[config.mk]
export PLATFORM = sky130hd
export DESIGN_NAME = frpg_ctrl
export DESIGN_NICKNAME = d
export VERILOG_FILES = /design/src/rtl/frpg_pkg.sv /design/src/rtl/frpg_ctrl.sv
export SDC_FILE = /design/constraint.sdc
export NUM_CORES = 1
export LEC_CHECK = 0
export BUFFER_PORTS_ARGS = -buffer_cell sky130_fd_sc_hd__buf_2
export CORE_ASPECT_RATIO = 0.7
export CORE_UTILIZATION = 40
export DETAILED_ROUTE_END_ITERATION = 7
export GPL_TIMING_DRIVEN = 0
export PLACE_DENSITY = 0.61
export SYNTH_ARGS = -nofsm -noshare
export SYNTH_HDL_FRONTEND = slang
export SYNTH_SLANG_ARGS = --single-unit
[constraint.sdc]
create_clock -name clk -period 3 [get_ports clk]
set_clock_uncertainty 0.1 [all_clocks]
set_input_delay 0.3 -clock clk [delete_from_list [all_inputs] [get_ports clk]]
set_output_delay 0.3 -clock clk [all_outputs]
set_load 0.005 [all_outputs]
[src/rtl/frpg_pkg.sv]
package frpg_pkg;

  // Sine table depth used unless the top level is given another
  localparam int SINE_DEPTH_DEFAULT = 1024;

  // Fixed-point constants for the quarter-wave table and the smooth ramp term
  localparam logic [63:0] HALF_PI_Q30 = 64'd1686629713;
  localparam logic [63:0] INV_PI_Q24  = 64'd5340354;

  // Register reset values
  localparam logic [15:0] RST_MAGNITUDE   = 16'hFFFF;
  localparam logic [31:0] RST_FREQ_START  = 32'd3276800;
  localparam logic [31:0] RST_RAMP_LENGTH = 32'd1048576;

  // Register indexes on the configuration channel
  localparam int          CFG_IDX_W         = 8;
  localparam logic [7:0]  REG_MAGNITUDE     = 8'd0;
  localparam logic [7:0]  REG_INITIAL_PHASE = 8'd1;
  localparam logic [7:0]  REG_FREQ_START    = 8'd2;
  localparam logic [7:0]  REG_RAMP_RATE     = 8'd3;
  localparam logic [7:0]  REG_RAMP_BEGIN    = 8'd4;
  localparam logic [7:0]  REG_RAMP_LENGTH   = 8'd5;
  localparam logic [7:0]  REG_SMOOTH_SHAPE  = 8'd6;
  localparam logic [7:0]  REG_ABSOLUTE_MODE = 8'd7;

  // Datapath operations, one per cycle
  typedef enum logic [4:0] {
    OP_NONE,
    OP_LOAD,
    OP_FREQ_FS,
    OP_FREQ_LIN,
    OP_PHASE_INC,
    OP_ACC_INIT,
    OP_ACC_ADD,
    OP_DIV_INIT,
    OP_DIV_STEP,
    OP_DFQ,
    OP_A,
    OP_R1,
    OP_V,
    OP_ACC_ADD4,
    OP_FREQ_SM,
    OP_PH_ABS,
    OP_OUT_RE,
    OP_OUT_IM,
    OP_EMIT
  } dp_op_t;

  // Operand pairs for the shared multiplier
  typedef enum logic [3:0] {
    M_RATE_X,
    M_FNOW_DT,
    M_FS_T,
    M_TMP_Y,
    M_RATE_L,
    M_L_ST,
    M_AH_INV,
    M_AL_INV,
    M_DFQ_V,
    M_DFQ_M,
    M_MAG_C,
    M_MAG_S
  } mul_sel_t;

  // Phase sources for a table lookup
  typedef enum logic [1:0] {
    L_TH,
    L_THC,
    L_PH,
    L_PHC
  } look_sel_t;

  // Destinations for a finished table lookup
  typedef enum logic [2:0] {
    TK_NONE,
    TK_ST,
    TK_CT,
    TK_C,
    TK_S
  } take_t;

  typedef struct packed {
    dp_op_t    op;
    logic      mul_go;
    mul_sel_t  msel;
    logic      look;
    look_sel_t lsel;
    take_t     take;
  } dp_cmd_t;

  typedef struct packed {
    logic mul_done;
    logic pre_ramp;
    logic after;
    logic smooth;
    logic absolute;
  } dp_status_t;

endpackage

[src/rtl/frpg_ctrl.sv]
module frpg_ctrl import frpg_pkg::*; (
  input  logic       clk,
  input  logic       rst,
  input  logic       in_valid,
  output logic       in_ready,
  output logic       out_valid,
  input  logic       out_ready,
  input  dp_status_t status,
  output dp_cmd_t    cmd
);

  localparam logic [4:0] DIV_LAST = 5'd30;

  typedef enum logic [5:0] {
    S_IDLE, S_MW,
    S_I0, S_I1, S_I2, S_I3,
    S_A0, S_A1, S_A2, S_A3, S_A4, S_A5,
    S_D0, S_D1, S_D2, S_D3, S_D4, S_D5, S_D6, S_D7, S_D8, S_D9,
    S_D10, S_D11, S_D12, S_D13, S_D14, S_D15,
    S_PH, S_T0, S_T1, S_T2, S_T3, S_T4, S_T5, S_DONE
  } state_t;

  state_t     state;
  state_t     ret;
  logic [4:0] cnt;
  logic       emit_ok;

  assign in_ready = (state == S_IDLE);
  assign emit_ok  = !out_valid || out_ready;

  // Decode the command for the current step
  always_comb begin
    cmd        = '0;
    cmd.op     = OP_NONE;
    cmd.msel   = M_RATE_X;
    cmd.lsel   = L_PH;
    cmd.take   = TK_NONE;
    unique case (state)
      S_IDLE: if (in_valid) cmd.op = OP_LOAD;
      S_I0: begin
        if (status.pre_ramp) cmd.op = OP_FREQ_FS;
        else cmd.mul_go = 1'b1;
      end
      S_I1: cmd.op = OP_FREQ_LIN;
      S_I2: begin
        cmd.mul_go = 1'b1;
        cmd.msel   = M_FNOW_DT;
      end
      S_I3: cmd.op = OP_PHASE_INC;
      S_A0: begin
        cmd.mul_go = 1'b1;
        cmd.msel   = M_FS_T;
      end
      S_A1: cmd.op = OP_ACC_INIT;
      S_A2: cmd.mul_go = 1'b1;
      S_A3: cmd.op = OP_FREQ_LIN;
      S_A4: begin
        cmd.mul_go = 1'b1;
        cmd.msel   = M_TMP_Y;
      end
      S_A5: cmd.op = OP_ACC_ADD;
      S_D0: cmd.op = OP_DIV_INIT;
      S_D1: cmd.op = OP_DIV_STEP;
      S_D2: begin
        cmd.look = 1'b1;
        cmd.lsel = L_TH;
      end
      S_D3: begin
        cmd.look = 1'b1;
        cmd.lsel = L_THC;
        cmd.take = TK_ST;
      end
      S_D4: begin
        cmd.take   = TK_CT;
        cmd.mul_go = 1'b1;
        cmd.msel   = M_RATE_L;
      end
      S_D5: cmd.op = OP_DFQ;
      S_D6: begin
        cmd.mul_go = 1'b1;
        cmd.msel   = M_L_ST;
      end
      S_D7: cmd.op = OP_A;
      S_D8: begin
        cmd.mul_go = 1'b1;
        cmd.msel   = M_AH_INV;
      end
      S_D9: cmd.op = OP_R1;
      S_D10: begin
        cmd.mul_go = 1'b1;
        cmd.msel   = M_AL_INV;
      end
      S_D11: cmd.op = OP_V;
      S_D12: begin
        cmd.mul_go = 1'b1;
        cmd.msel   = M_DFQ_V;
      end
      S_D13: cmd.op = OP_ACC_ADD4;
      S_D14: begin
        cmd.mul_go = 1'b1;
        cmd.msel   = M_DFQ_M;
      end
      S_D15: cmd.op = OP_FREQ_SM;
      S_PH:  cmd.op = OP_PH_ABS;
      S_T0: begin
        cmd.look = 1'b1;
        cmd.lsel = L_PHC;
      end
      S_T1: begin
        cmd.look = 1'b1;
        cmd.lsel = L_PH;
        cmd.take = TK_C;
      end
      S_T2: begin
        cmd.take   = TK_S;
        cmd.mul_go = 1'b1;
        cmd.msel   = M_MAG_C;
      end
      S_T3: cmd.op = OP_OUT_RE;
      S_T4: begin
        cmd.mul_go = 1'b1;
        cmd.msel   = M_MAG_S;
      end
      S_T5: cmd.op = OP_OUT_IM;
      S_DONE: if (emit_ok) cmd.op = OP_EMIT;
      default: ;
    endcase
  end

  // Advance the sequence and hold the result valid flag
  always_ff @(posedge clk) begin
    if (rst) begin
      state     <= S_IDLE;
      ret       <= S_IDLE;
      cnt       <= '0;
      out_valid <= 1'b0;
    end else begin
      if (state == S_DONE && emit_ok) begin
        out_valid <= 1'b1;
      end else if (out_ready) begin
        out_valid <= 1'b0;
      end
      unique case (state)
        S_IDLE: if (in_valid) state <= status.absolute ? S_A0 : S_I0;
        S_MW:   if (status.mul_done) state <= ret;
        S_I0: begin
          if (status.pre_ramp) begin
            state <= S_I2;
          end else begin
            state <= S_MW;
            ret   <= S_I1;
          end
        end
        S_I1: state <= S_I2;
        S_I2: begin
          state <= S_MW;
          ret   <= S_I3;
        end
        S_I3: state <= S_T0;
        S_A0: begin
          state <= S_MW;
          ret   <= S_A1;
        end
        S_A1: begin
          priority if (status.pre_ramp) state <= S_PH;
          else if (status.after || !status.smooth) state <= S_A2;
          else state <= S_D0;
        end
        S_A2: begin
          state <= S_MW;
          ret   <= S_A3;
        end
        S_A3: state <= S_A4;
        S_A4: begin
          state <= S_MW;
          ret   <= S_A5;
        end
        S_A5: state <= S_PH;
        S_D0: begin
          state <= S_D1;
          cnt   <= '0;
        end
        S_D1: begin
          cnt <= cnt + 5'd1;
          if (cnt == DIV_LAST) state <= S_D2;
        end
        S_D2: state <= S_D3;
        S_D3: state <= S_D4;
        S_D4: begin
          state <= S_MW;
          ret   <= S_D5;
        end
        S_D5: state <= S_D6;
        S_D6: begin
          state <= S_MW;
          ret   <= S_D7;
        end
        S_D7: state <= S_D8;
        S_D8: begin
          state <= S_MW;
          ret   <= S_D9;
        end
        S_D9: state <= S_D10;
        S_D10: begin
          state <= S_MW;
          ret   <= S_D11;
        end
        S_D11: state <= S_D12;
        S_D12: begin
          state <= S_MW;
          ret   <= S_D13;
        end
        S_D13: state <= S_D14;
        S_D14: begin
          state <= S_MW;
          ret   <= S_D15;
        end
        S_D15: state <= S_PH;
        S_PH:  state <= S_T0;
        S_T0:  state <= S_T1;
        S_T1:  state <= S_T2;
        S_T2: begin
          state <= S_MW;
          ret   <= S_T3;
        end
        S_T3: state <= S_T4;
        S_T4: begin
          state <= S_MW;
          ret   <= S_T5;
        end
        S_T5: state <= S_DONE;
        S_DONE: if (emit_ok) state <= S_IDLE;
        default: state <= S_IDLE;
      endcase
    end
  end

endmodule

==> results of run 1 <==
==> synthesized netlist by cell type, drive strengths merged (2+ instances only) <==
cell     count
nor2        23
a21oi       20
dfxtp       18
nand2       17
o21ai       15
buf         14
nand3       12
nor3        10
clkbuf       9
inv          8
nor4         8
o22ai        8
a31oi        7
nand2b       7
nand4        5
or2          5
a22oi        4
a211oi       3
a21o         3
a32oi        3
and3         3
nor2b        3
nor3b        3
or3          3
a21boi       2
a2bb2oi      2
and2         2
clkinv       2
ha           2
nand3b       2
xnor2        2
==> cells by family after synthesis <==
group,count (synthesis)
fa+ha+maj,2
buf+inv,33
compound gates,82
flops,18
simple gates,107
xor+xnor,2
==> power by group <==
group / switching (uW) / internal [uW] / leakage, uW
Sequential: 29.3 / 278 / 0.000146
Combinational: 536 / 301 / 0.000529
Clock: 82.5 / 89.4 / 0.0000216
==> stage by stage <==
stage,instance area [um^2],total power [uW]
floorplan,1660,884
finish,1890,1320
CTS,1890,1280
global placement,1850,1140
global route,1890,1390
detailed placement,1850,1110
==> worst max-delay path: cells and delay by family (launching register included) <==
family                 cells  cell delay, ns
AOI/OAI and AO/OA          3            0.70
buffers and inverters      4            1.06
DFF                        1            0.39
==> cell type report <==
cell class,count,area share [%]
inverter,10,2.05
clock buffer,3,2.18
timing repair buffer,25,6.62
buffer,23,5.29
tap,52,3.44
multi-input combinational,193,61.4
sequential,18,19.1
==> state kept, by name, indices dropped and copies added (netlist names) <==
| name | cells |
|---|---|
| out_valid | 1 |
| state | 6 |
| cnt | 5 |
| ret | 6 |
==> metal layers <==
layer  track usage, %  wire length (um)
met5                0                 0
met1             40.9              2640
met3             6.89               802
met4             8.57               136
met2             35.3              2160
==> path summary, 6_finish.rpt <==
check / startpoint / end / depth (start not counted)
max reg2reg: state[4] / state[3] / 6
min: out_ready / out_valid / 3
min reg2reg: ret[5] / ret[5] / 2
max: state[3] / cmd[12] / 7
==> repair_timing <==
| item | CTS | global route |
|---|---|---|
| resized for setup | 0 | 2 |
| endpoints found under the setup margin | 0 | 1 |
| hold buffers | 0 | 0 |
==> results.txt, run 1 <==
The run gives 4.26 mm as the post-detailed-placement half-perimeter wirelength. Cells with a size suffix above 1 make up 18.4% of the layout. In this run the static leakage power is 0.000696 uW.

The slew at the pin with the worst max-slew slack works out to 0.827 ns. The tightest hold margin came out at 0.264 ns. During synthesis, Yosys emitted a total of 0 warnings. For the antenna diode count, the log shows 0. The routability-driven placement congestion ratio was 0.944.

The type of the tightest min-delay check is input pin to register. The tools report the final core utilization as 47.9%. The final count of negative-setup-slack endpoints came out at 0. Counting flops with a built-in enable in the synthesized netlist gives 0.

The synthesized design spends more area on one cell type than any other, namely sky130_fd_sc_hd__dfxtp_1. The combinational family with the most area after synthesis is simple AND/OR/NAND/NOR gates. The area growth from synthesis to layout is 14.0%. From bottom edge to top edge, the die measures 55.9 um.

The via count of the first global-routing pass was 1773. After detailed routing, the number of vias per cell comes to 6.44. The number of I/O port buffers works out to 25. For the detailed-route wire length, the log shows 5.74 mm. In the routed design, unresolved DRC markers number 0.

The final critical path takes up 93.8% of the cycle. The layout has 446 filler cells. TritonCTS built the clock tree.

No sink is reached through more buffers than the 2 on the longest clock path. Row generation in the floorplan step produced 19 rows. The critical-path maximum fanout came out at 10. The library cells used most frequently in the layout, excluding fill and tap cells, are 35 x sky130_fd_sc_hd__buf_2, 23 x sky130_fd_sc_hd__nor2_1, 20 x sky130_fd_sc_hd__a21oi_1, 18 x sky130_fd_sc_hd__dfxtp_1, 17 x sky130_fd_sc_hd__nand2_1. The most used flip-flop cell after synthesis is sky130_fd_sc_hd__dfxtp_1.

Setup repair after global routing left no endpoint under its margin. The multiplexer share of the synthesized area was 0%. The flow ran to the end, and the final reports show no timing, DRC or antenna violations. In this run, placement finished with an instance count of 321. The synthesized design contains 18 register bits. The global-route wire length before repair is 9.05 mm, and the combined area of the multi-input logic cells is 1160 um^2. Counting the buffers created by CTS gives 3.

The maximum vdd ir drop is 0.332 mV. Walking the worst path, the cells encountered are buf_2, buf_2, buf_1, a31oi_1, a311oi_1, o22ai_1, buf_2. The synthesized netlist devotes 34.2% of its cell area to simple gates. The tools report the remaining max-slew budget at the tightest pin as 44.1%. Global routing used 26.6% of the available tracks. After synthesis, flip-flops and latches occupy 21.7% of the total area. The summed instance area of the synthesized netlist was 1660 um^2. The count of clock tree sinks is 18, and the remaining number of nets flagged by the antenna check after routing is 0. The die covers 4410 um^2. The root buffer cell was sky130_fd_sc_hd__clkbuf_8. The H-tree level count is 1, and the fmax is 355 MHz.

Counting distinct cell types in the post-synthesis netlist gives 55. The standard cell core area came out at 3950 um^2. Before CTS, the worst setup slack after placement is 0.489 ns.

The violation count after the first detailed-route iteration is 374. Leaving out fill and tap cells, the most frequent cell in the layout is sky130_fd_sc_hd__buf_2. The arrival time reported for the critical path endpoint is 2.41 ns. Across all register-to-register paths, the minimum setup slack is 0.85 ns.

In this run the biggest area consumer among cell types represents 21.7% of the synthesized area. Dividing the detail-routed wire length by the instance count gives 17.7 um. After clock tree synthesis, the clock-pin slew on the worst setup and hold paths is 0.07 ns. Kind of launch point of the worst setup path: a register. The clock latency reported for the late side of the worst-skew pair is 0.26 ns. The kind of end point of the critical path was an output port. After layout, the minimum clock period comes to 2.81 ns. For the final routed database, the setup TNS stands at 0 ns.

The number of detailed-route iterations in the first pass came out at 5. When the netlist entered floorplanning its net count stood at 255. Summing the areas of all compound-gate instances in the mapped netlist gives 33.2% of the synthesized area. The largest single stage delay on the critical path is 0.42 ns. The most numerous cell type found on the critical path is sky130_fd_sc_hd__buf_2. The initial core utilization was 42.0%; the initial antenna violation count was 0. The tools report the cell count after synthesis as 244. Entering global routing, the biggest net connects 11 pins. The tools report the final number of hold-violating endpoints as 0. Registers take 360 um^2. The total overflow left after global routing is 0.

Across all setup checks in the final design, the least slack found is 0.186 ns. The class of the most critical setup path is register to output port. In this run the power density over the cells is 696 nW/um^2. The area share of fa/ha/maj cells after synthesis is 1.51%, and the max-cap violation count is 0. Averaged over all synthesized cells, the footprint is 6.79 um^2.

Among all stages on the critical path, the largest delay is contributed by sky130_fd_sc_hd__buf_1. The proportion of register bits with asynchronous set or reset after synthesis works out to 0%. For this run, the post-layout net count is 285. STA puts the critical path data required time at 2.60 ns.

Summing the areas of all xor and xnor instances in the mapped netlist gives 1.06% of the synthesized area. For this run, the number of standard cells in the final layout without fillers is 324. The floorplan step set the die width to 78.9 um. In the post-synthesis netlist, the biggest area contributors are sky130_fd_sc_hd__dfxtp_1 22%, sky130_fd_sc_hd__a21oi_1 6.0%, sky130_fd_sc_hd__nor2_1 5.2%. The setup fix buffers added after clock tree synthesis was 0.

The via count is 2085, and the number of max-slew violations in the final report is 0. During I/O placement, the number of pins put on the boundary was 27.
No activity file was read; power rests on OpenSTA's default activity.
==> run 2, diff against run 1 <==
==> constraint.sdc (replaced) <==
create_clock -name clk -period 3 [get_ports clk]
set_clock_uncertainty 0.1 [all_clocks]
set_input_delay 0.45 -clock clk [delete_from_list [all_inputs] [get_ports clk]]
set_output_delay 0.45 -clock clk [all_outputs]
set_load 0.005 [all_outputs]
==> results.txt, run 2 (same netlist as run 1, synthesis figures left out) <==
Buffers placed on the I/O ports in this run total 25. The run finished with clean final reports. For the global-route congestion overflow total, the log shows 0. The tools report the kind of launch point of the worst setup path as a register. The maximum vdd ir drop came out at 0.329 mV. The remaining number of nets flagged by the antenna check after routing is 0, and the total power is 1310 uW. After clock tree synthesis, the clock-pin slew on the worst setup and hold paths is 0.07 ns. In the final routed layout, each cell accounts on average for 17.7 um.

Power spread over the standard cell area amounts to 696 nW/um^2. In this run the worst hold path is classified as register to register. Counting I/O delays and the setup requirement, the final critical path takes 2.89 ns. Clock tree synthesis inserted a total of 3 buffers.

Kind of end point of the critical path: an output port. The total leakage power was 0.000698 uW. For this block, the initial DRC count from the detailed router was 294. For this run, the top clock speed supported by timing is 346 MHz.

Summed over all failing endpoints, the final setup total negative slack is 0 ns. The top-level I/O count is 27, and the post-cts resize count is 0. The max-cap violation count was 0; the height of the die was 55.9 um. Entering global routing, the biggest net connects 11 pins. The initial core utilization is 42.0%. The worst setup path is of the register to output port kind. The slew at the pin with the worst max-slew slack is 0.870 ns. Setup violations remaining at the end of the flow were counted as 0.

Routability-driven placement finished with a final weighted congestion of 0.944. Dividing the detail-routed via count by the number of cells gives 6.37. STA puts the critical path data arrival time at 2.34 ns.

The tools report the clock latency reported for the late side of the worst-skew pair as 0.26 ns. For this design, the sink count on the clock tree is 18. For the number of DRC violations after detailed routing, the log shows 0. The largest registers in the layout are ret: 6 flops, state: 6 flops, cnt: 5 flops. 0 antenna diodes ended up in the layout.

In this run the standard cell core region covers 3950 um^2. The library cells used most frequently in the layout, excluding fill and tap cells, are 35 x sky130_fd_sc_hd__buf_2, 23 x sky130_fd_sc_hd__nor2_1, 20 x sky130_fd_sc_hd__a21oi_1, 18 x sky130_fd_sc_hd__dfxtp_1, 17 x sky130_fd_sc_hd__nand2_1. Initial antenna violation count: 0. The tree is rooted in a sky130_fd_sc_hd__clkbuf_8. For this run, the share of the core covered by cells in the final layout is 47.8%. The first global-routing pass estimated 9.05 mm of wire. In this run the post-CTS setup repair buffer count came out at 0. The run gives 4.26 mm as the post-detailed-placement half-perimeter wirelength. The H-tree level count came out at 1. TritonCTS built the clock tree. Final worst-path cycle share: 96.4%.

For the total non-filler cell area in the finished layout, the log shows 1890 um^2. The deepest clock path buffer count came out at 2. The overall track demand over capacity in global routing is 26.6%. Via count: 2056. Via count of the first global-routing pass: 1773. The placed instances occupy a cell area of 1850 um^2.

The share of final-layout standard cells stronger than drive strength 1 came out at 18.8%. The routed design has 5.73 mm of wire. For the remaining max-slew budget at the tightest pin, the log shows 41.2%. For this design, the CTS-stage hold fixing added 0 buffers. For this run, the post-layout net count is 284. The number of max-slew violations in the final report is 0, and the critical-path maximum fanout is 10. The area growth from synthesis to layout is 13.9%, and the final number of hold-violating endpoints is 0. The first detailed-routing pass took 5 iterations. The die covers 4410 um^2. After floorplanning, the core was divided into 19 placement rows. For the worst setup path, the data required time is 2.45 ns.

The width of the die was 78.9 um. The library cell used most frequently in the layout, excluding fill and tap cells, is sky130_fd_sc_hd__buf_2.
-- run 2: power breakdown --
part	switching [uW]	internal [uW]	total, uW
Clock	81.0	89.3	170
Combinational	535	301	837
Sequential	29.5	278	308
Total	646	669	1310
-- run 2: path summary, 6_finish.rpt --
check / slack [ns] / cells after the start / end / start
min reg2reg: 0.38 / 2 / ret[5] / ret[5]
min: 0.38 / 2 / ret[5] / ret[5]
max reg2reg: 0.80 / 6 / state[3] / state[4]
max: 0.11 / 7 / cmd[12] / state[1]
-- run 2: layout make-up --
class / instances / area (um^2)
Buffer: 22 / 97.6
Clock buffer: 3 / 41.3
Fill cell: 447 / 2060
Inverter: 10 / 38.8
Multi-Input combinational cell: 193 / 1160
Sequential cell: 18 / 360
Tap cell: 52 / 65.1
Timing Repair Buffer: 25 / 125
-- run 2: layer usage --
metal | GRT usage [%] | vias to the layer above | routed length (um)
li1 | - | 974 | -
met1 | 40.9 | 907 | 2660
met2 | 35.3 | 160 | 2230
met3 | 6.89 | 15 | 750
met4 | 8.57 | 0 | 95
met5 | 0 | - | 0
-- run 2: worst max-delay path: stages (launching register included) --
cell and delay [ns]:
sky130_fd_sc_hd__dfxtp_1 0.35, sky130_fd_sc_hd__buf_2 0.22, sky130_fd_sc_hd__clkbuf_1 0.40, sky130_fd_sc_hd__clkbuf_2 0.35
sky130_fd_sc_hd__nor3_1 0.13, sky130_fd_sc_hd__a311oi_1 0.34, sky130_fd_sc_hd__o22ai_1 0.14, sky130_fd_sc_hd__buf_2 0.16
-- run 2: through the flow --
step           worst slack, ns  hold WS, ns  instances
2_1_floorplan            0.943        0.336        244
3_3_place_gp             0.263        0.354        321
3_5_place_dp             0.339        0.362        321
4_1_cts                 0.0336        0.371        324
5_1_grt                -0.0122        0.409        323
6_report                 0.109        0.376        323
